`src/alis_pkg.sv`:
```
// ----------------------------------------------------------------------------
// alis_pkg
// Shared types and constants for the array list insert/shift unit.
// ----------------------------------------------------------------------------
package alis_pkg;

  // Store geometry
  localparam int unsigned DEPTH = 1024;
  localparam int unsigned AddrW = $clog2(DEPTH);
  localparam int unsigned CntW  = $clog2(DEPTH + 1);

  // Field widths
  localparam int unsigned ReqW = 2;
  localparam int unsigned IdxW = 10;
  localparam int unsigned ValW = 31;

  // Width that holds both an index and the fill count for compares
  localparam int unsigned CmpW = (CntW > IdxW) ? CntW : IdxW;

  // Request codes
  typedef enum logic [ReqW-1:0] {
    REQ_READ   = 2'd0,
    REQ_WRITE  = 2'd1,
    REQ_INSERT = 2'd2
  } req_e;

  // Sequencer states
  typedef enum logic [1:0] {
    ST_IDLE,
    ST_READ,
    ST_SHIFT,
    ST_FINAL
  } alis_state_e;

  // Memory access issued by the sequencer each cycle
  typedef struct packed {
    logic             we;
    logic [AddrW-1:0] waddr;
    logic [ValW-1:0]  wdata;
    logic [AddrW-1:0] raddr;
  } mem_req_t;

endpackage

```
`src/alis_ctrl.sv`:
```
// ----------------------------------------------------------------------------
// alis_ctrl
// Request sequencer: decodes one word, keeps the fill count, and walks the
// store downward one read-write per cycle for an insert with shift.
// ----------------------------------------------------------------------------
module alis_ctrl (
  input  logic                         clk_i,
  input  logic                         rst_ni,
  input  logic                         start,
  input  logic [alis_pkg::ReqW-1:0]    req_type_i,
  input  logic [alis_pkg::IdxW-1:0]    slot_index_i,
  input  logic [alis_pkg::ValW-1:0]    new_value_i,
  input  logic [alis_pkg::ValW-1:0]    rdata_i,
  output alis_pkg::mem_req_t           mem_req_o,
  output logic                         busy,
  output logic                         valid_o,
  output logic [alis_pkg::ValW-1:0]    read_value_o
);

  alis_pkg::alis_state_e state_q, state_d;

  logic [alis_pkg::CntW-1:0] fill_q, fill_d;
  logic [alis_pkg::CntW-1:0] ptr_q, ptr_d;
  logic [alis_pkg::IdxW-1:0] idx_q, idx_d;
  logic [alis_pkg::ValW-1:0] val_q, val_d;
  logic                      zero_q, zero_d;

  logic                      accept;
  logic                      used;
  logic                      full;
  logic                      val_nz;
  logic                      needs_shift;
  logic                      shift_more;
  logic [alis_pkg::CntW-1:0] last_c;
  logic [alis_pkg::CmpW-1:0] idx_w;
  logic [alis_pkg::CntW-1:0] ptr_m1;

  // request decode
  assign accept      = start && (state_q == alis_pkg::ST_IDLE);
  assign idx_w       = alis_pkg::CmpW'(slot_index_i);
  assign used        = idx_w < alis_pkg::CmpW'(fill_q);
  assign full        = fill_q == alis_pkg::CntW'(alis_pkg::DEPTH);
  assign val_nz      = new_value_i != '0;
  // highest slot holding data after the shift
  assign last_c      = full ? alis_pkg::CntW'(alis_pkg::DEPTH - 1) : fill_q;
  assign needs_shift = alis_pkg::CmpW'(last_c) > idx_w;
  assign ptr_m1      = ptr_q - alis_pkg::CntW'(1);
  assign shift_more  = alis_pkg::CmpW'(ptr_m1) > alis_pkg::CmpW'(idx_q);

  // next state
  always_comb begin
    state_d = state_q;
    case (state_q)
      alis_pkg::ST_IDLE: begin
        if (accept) begin
          case (req_type_i)
            alis_pkg::REQ_READ: begin
              state_d = alis_pkg::ST_READ;
            end
            alis_pkg::REQ_WRITE: begin
              if (val_nz && !used) state_d = alis_pkg::ST_READ;
            end
            alis_pkg::REQ_INSERT: begin
              if (val_nz && used && needs_shift) state_d = alis_pkg::ST_SHIFT;
            end
            default: state_d = alis_pkg::ST_IDLE;
          endcase
        end
      end
      alis_pkg::ST_READ:  state_d = alis_pkg::ST_IDLE;
      alis_pkg::ST_SHIFT: begin
        if (!shift_more) state_d = alis_pkg::ST_FINAL;
      end
      alis_pkg::ST_FINAL: state_d = alis_pkg::ST_IDLE;
      default:            state_d = alis_pkg::ST_IDLE;
    endcase
  end

  // outputs and memory access
  always_comb begin
    mem_req_o.we    = 1'b0;
    mem_req_o.waddr = alis_pkg::AddrW'(slot_index_i);
    mem_req_o.wdata = new_value_i;
    mem_req_o.raddr = alis_pkg::AddrW'(slot_index_i);
    busy            = 1'b1;
    valid_o         = 1'b0;
    read_value_o    = zero_q ? '0 : rdata_i;
    case (state_q)
      alis_pkg::ST_IDLE: begin
        busy = 1'b0;
        if (accept && val_nz) begin
          case (req_type_i)
            alis_pkg::REQ_WRITE: begin
              mem_req_o.we = used;
            end
            alis_pkg::REQ_INSERT: begin
              if (!used) begin
                // append after the last occupied slot
                mem_req_o.we    = !full;
                mem_req_o.waddr = alis_pkg::AddrW'(fill_q);
              end else if (needs_shift) begin
                mem_req_o.raddr = alis_pkg::AddrW'(last_c - alis_pkg::CntW'(1));
              end else begin
                // full store, insert at the last slot: drop and replace
                mem_req_o.we = 1'b1;
              end
            end
            default: mem_req_o.we = 1'b0;
          endcase
        end
      end
      alis_pkg::ST_READ: begin
        valid_o = 1'b1;
      end
      alis_pkg::ST_SHIFT: begin
        // move slot ptr-1 up into ptr, fetch the next one down
        mem_req_o.we    = 1'b1;
        mem_req_o.waddr = alis_pkg::AddrW'(ptr_q);
        mem_req_o.wdata = rdata_i;
        mem_req_o.raddr = alis_pkg::AddrW'(ptr_q - alis_pkg::CntW'(2));
      end
      alis_pkg::ST_FINAL: begin
        mem_req_o.we    = 1'b1;
        mem_req_o.waddr = alis_pkg::AddrW'(idx_q);
        mem_req_o.wdata = val_q;
        mem_req_o.raddr = alis_pkg::AddrW'(ptr_q);
      end
      default: busy = 1'b1;
    endcase
  end

  // datapath registers
  always_comb begin
    fill_d = fill_q;
    ptr_d  = ptr_q;
    idx_d  = idx_q;
    val_d  = val_q;
    zero_d = zero_q;
    if (accept) begin
      idx_d = slot_index_i;
      val_d = new_value_i;
      ptr_d = last_c;
      case (req_type_i)
        alis_pkg::REQ_READ:  zero_d = !used;
        alis_pkg::REQ_WRITE: zero_d = 1'b1;
        alis_pkg::REQ_INSERT: begin
          if (val_nz && !full) fill_d = fill_q + alis_pkg::CntW'(1);
        end
        default: zero_d = zero_q;
      endcase
    end else if (state_q == alis_pkg::ST_SHIFT && shift_more) begin
      ptr_d = ptr_m1;
    end
  end

  always_ff @(posedge clk_i or negedge rst_ni) begin
    if (!rst_ni) begin
      state_q <= alis_pkg::ST_IDLE;
      fill_q  <= '0;
      zero_q  <= 1'b1;
    end else begin
      state_q <= state_d;
      fill_q  <= fill_d;
      zero_q  <= zero_d;
    end
  end

  always_ff @(posedge clk_i) begin
    ptr_q <= ptr_d;
    idx_q <= idx_d;
    val_q <= val_d;
  end

endmodule

```
`config.mk`:
```
export PLATFORM = sky130hd
export DESIGN_NAME = alis_ctrl
export DESIGN_NICKNAME = d
export VERILOG_FILES = /design/src/alis_pkg.sv /design/src/alis_ctrl.sv
export SDC_FILE = /design/constraint.sdc
export NUM_CORES = 1
export LEC_CHECK = 0
export BUFFER_PORTS_ARGS = -buffer_cell sky130_fd_sc_hd__buf_4
export CAP_MARGIN = 0
export CELL_PAD_IN_SITES_DETAIL_PLACEMENT = 1
export CELL_PAD_IN_SITES_GLOBAL_PLACEMENT = 2
export CORE_MARGIN = 2
export CORE_UTILIZATION = 33
export DETAILED_ROUTE_END_ITERATION = 10
export GPL_TIMING_DRIVEN = 0
export PLACE_DENSITY = 0.89
export SLEW_MARGIN = 20
export SYNTH_ARGS = -nofsm -noshare
export SYNTH_HDL_FRONTEND = slang
export SYNTH_SLANG_ARGS = --single-unit
```
`constraint.sdc`:
```
create_clock -name clk_i -period 7.4 [get_ports clk_i]
set_clock_uncertainty 0.15 [all_clocks]
set_input_delay 1.85 -clock clk_i [delete_from_list [all_inputs] [get_ports clk_i]]
set_output_delay 1.85 -clock clk_i [all_outputs]
set_load 0.02 [all_outputs]
```
## Word-level counts from Yosys, hierarchy flattened

Cells that the tools add are included.

| cells by class | value |
|---|---|
| reductions and logical operators | 18 |
| $add $sub $neg | 4 |
| multiplexer cells | 26 |
| magnitude comparators | 3 |
| eq/ne operators | 10 |

Operators by type and width:

| operator | number |
|---|---|
| $pmux W31 S2 | 1 |
| $mux W10 | 6 |
| $mux W11 | 4 |
| $pmux W11 S3 | 1 |
| $mux W31 | 1 |
| $reduce_bool A31 Y1 | 1 |
| $pmux W10 S3 | 1 |
| $gt A11 B10 Y1 | 2 |
| $pmux W2 S3 | 2 |
| $add A11 B1 Y11 const B | 1 |
| $eq A11 B11 Y1 const B | 1 |
| $lt A10 B11 Y1 | 1 |
| $sub A11 B1 Y11 const B | 1 |
| $sub A10 B1 Y10 const B | 1 |
| $sub A10 B2 Y10 const B | 1 |
| $mux W2 | 4 |
| $logic_and A1 B1 Y1 | 7 |
| $eq A2 B2 Y1 const B | 3 |
| $ne A3 B3 Y1 const B | 2 |
| $eq A2 B1 Y1 const B | 2 |
| $logic_not A2 Y1 | 2 |
| $mux W1 | 4 |
| $ne A2 B2 Y1 const B | 2 |
| $pmux W1 S2 | 2 |
| other kinds (6) | 8 |

| storage, ports and cells | value |
|---|---|
| output and inout port bits | 85 |
| word-level logic and storage cells | 67 |
| register bits | 66 |
| input bits | 77 |

## Logic depth before layout (Yosys ltp)

| logic depth | value |
|---|---|
| word-level depth | 8 |
| gate-level depth with buffers | 16 |
| depth with buffers taken out | 13 |

## Least setup slack after synthesis

Ideal clock, no wire load.

| timing path | value |
|---|---|
| path type | input-to-output |
| start | in slot_index_i[4] (netlist bit) |
| end | out mem_req_o[41] (netlist bit) |
| buffers on the path | 0 |
| path slack | 1494 ps |
| arrival | 3906 ps |
| cell stages on the path | 7 |
| data required time | 5400 ps |
| cells stage by stage | ha_1 > a21o_1 > a211o_1 > a41oi_1 > o22a_1 > nor2_1 > o311ai_0 |

RTL lines:

| item | RTL line | RTL |
|---|---|---|
| start, declared | alis_ctrl.sv:11 | `input logic [alis_pkg::IdxW-1:0] slot_index_i,` |
| end, declared | alis_ctrl.sv:14 | `output alis_pkg::mem_req_t mem_req_o,` |

==> out/results.txt <==
status: completed
Max Slew Vio Count: 0
YS warnings: 0
gr usage total: 0.253
crit-path most repeated cell: buf_4
most common cell after layout, fill and taps aside: buf_4
FP Rows: 45
worst r2r src: fill_q[0]
TritonCTS buffer count: 9
DP Wirelength: 16.6 mm
number of synthesized register bits: 66
Die Y: 130 um
area leader, netlist: edfxtp_1
initial antenna violation count: 0
Buf/Inv on CP: 4
Max-Cap Viols: 0
Post-CTS Setup Bufs: 0
Worst VDD drop: 99.1 uV
Fmax: 0.141 GHz
sequential cell area: 0.00191 mm2
core region area: 0.0153 mm2
Avg Inst Size Synth: 8.98 um2
Initial Utilization: 0.341
setup TNS: 0 ns
CP delay by family, top: buffers and inverters
first-pass GRT wire length: 31.9 mm
asr flop ratio synth: 0.212
top cell type's share of synthesized area: 0.299
Slowest Stage Delay on Critical Path: 0.74 ns
Layout area overhead: 33.8%
antenna cells: 0
critical-path cell list: buf_4 > nand2_1 > clkinv_2 > o211ai_1 > buf_2 > nor2_1 > o311ai_0 > buf_4
Post-synth EDFFs: 52
maximum root-to-sink buffer count: 2
Skew-Pair Late Insertion Delay: 0.35 ns
Multi-input gate area: 0.00299 mm2
Die Span X: 130 um
GPL Wtd Cong: 0.900
setup violators final: 0
Clk Tree Root Cell: clkbuf_16
grt ovf: 0
Reg clk slew, reported paths: 0.05 ns
post_cts resized: 0
Residual DRC: 0
Pwr Total: 1.57 mW
top_reg_cell synth: edfxtp_1
Total Wirelength: 20.7 mm
syn_nets: 696
most frequent cells in the layout: 162 x buf_4, 59 x nor2_1, 52 x edfxtp_1, 47 x a21oi_1, 41 x inv_1
post-synthesis sequential area ratio: 0.367
Vias per Instance: 5.40
worst-path fanout max: 50
fraction of layout cells with a size suffix above 1: 0.263
# fillers: 1,830
routed vias: 5,234
drt wl/cell: 21.3 um
Slew headroom: 0.383
largest net degree at the start of global routing: 51
Routed Antenna Nets: 0
crit start category: primary input
IO Pins: 162
hold_sp: fill_q[7]
Syn Inst Count: 581
Crit Path Category: primary input to output port
post-route cell area: 0.00698 mm2
CP Data Required Time: 5.40 ns
port bufs: 161
CTS tree: built
WHS: 0.409 ns
vias in the first global route: 5,481
Starting DRT DRC Count: 265
post-synthesis cell area: 0.00522 mm2
Final Net Count: 868
period utilization: 0.957
Post-CTS Hold Fix Bufs: 0
time the worst path needs with I/O delays and setup: 7.08 ns
die area: 0.0168 mm2
Hold Crit Class: flip-flop to flip-flop
Lkg Pwr: 2.96 nW
Area after DPL: 0.00669 mm2
Worst Tran Pin Value: 0.925 ns
pwr/cell area: 225 mW/mm2
CP max stage cell: clkinv_2
unrepaired setup endpoints after global routing: false
crit path from: start
H-tree depth: 3
Final Hold Viols: 0
DR pass1 iterations: 4
Worst EP arrival: 5.08 ns
largest cells by area after synthesis: edfxtp_1 30%, ha_1 9.1%, mux2i_1 6.5%
unique cell type count in the Yosys netlist: 54
crit path capture type: output port
Clock Sinks: 66
## where the power goes
part	internal (mW)	switching (mW)
Combinational	0.250	0.403
Sequential	0.453	0.0309
Clock	0.268	0.165
Total	0.970	0.598
## per-stage QoR
step                      std cells  worst slack, ns   util
after floorplan                 581             1.49      -
final                           969            0.318  0.456
after CTS                       969            0.427  0.456
after detailed placement        953            0.463  0.437
after global routing            969           0.0962  0.456
after global placement          953            0.516  0.437
## state kept, by name, summed over array words and instances (netlist names)
signal	count
state_q	2
fill_q	11
zero_q	1
idx_q	10
ptr_q	11
val_q	31
## kinds of logic (layout without fill, tap and decap cells)
family                     after synthesis  count (layout)  synth area share
AOI/OAI and AO/OA                      127             127             0.161
xor gates and xnor gates                26              26            0.0436
adders and majority gates               38              38            0.0911
buffers and inverters                   80             257            0.0604
DFF                                     66              66             0.367
muxes                                   42              42            0.0825
and+or+nand+nor                        202             202             0.194
## area by class of cell
cell class,count,area share
multi-input combinational,435,0.428
inverter,43,0.0233
timing repair buffer,161,0.173
clock buffer,12,0.0353
tap,211,0.0378
buffer,37,0.0220
sequential,66,0.274
clock inverter,4,0.00627
## worst register-to-register path: stages (launching register included)
cell,delay (ns)
dfrtp_1,0.38
buf_2,0.19
inv_1,0.18
ha_1,0.22
nor4bb_1,0.24
nand3_1,0.22
clkbuf_1,0.28
o21ai_0,0.50
inv_1,0.14
ha_1,0.21
nand3b_1,0.15
a211oi_1,0.26
nor3_1,0.09
o32a_1,0.31
buf_4,0.19
nor4b_1,0.32
o311a_1,0.21
## per-layer routing
layer | vias to the layer above | GRT usage | part of all wire
met2 | 184 | 0.445 | 0.49
met5 | - | 0 | 0
met1 | 2551 | 0.316 | 0.43
met4 | 0 | 0.0708 | 0.016
li1 | 2476 | - | -
met3 | 23 | 0.0484 | 0.059
## Yosys cell counts (all sizes together), types with 17 or more instances
cell type,count
mux2i,34
inv,43
nand2,31
a21oi,47
edfxtp,52
ha,38
nand3,21
xnor2,19
clkbuf,27
nor2b,33
nor2,61
o21ai,17
## final timing paths
check / to / cells after the start / slack [ns]
max: mem_req_o[42] / 8 / 0.32
min: fill_q[7] / 1 / 0.41
min in group asynchronous: fill_q[5] / 1 / 1.21
max in group asynchronous: zero_q / 1 / 5.64
max reg2reg: state_q[0] / 16 / 3.09
min reg2reg: fill_q[7] / 1 / 0.41
No activity file was read; power rests on OpenSTA's default activity.
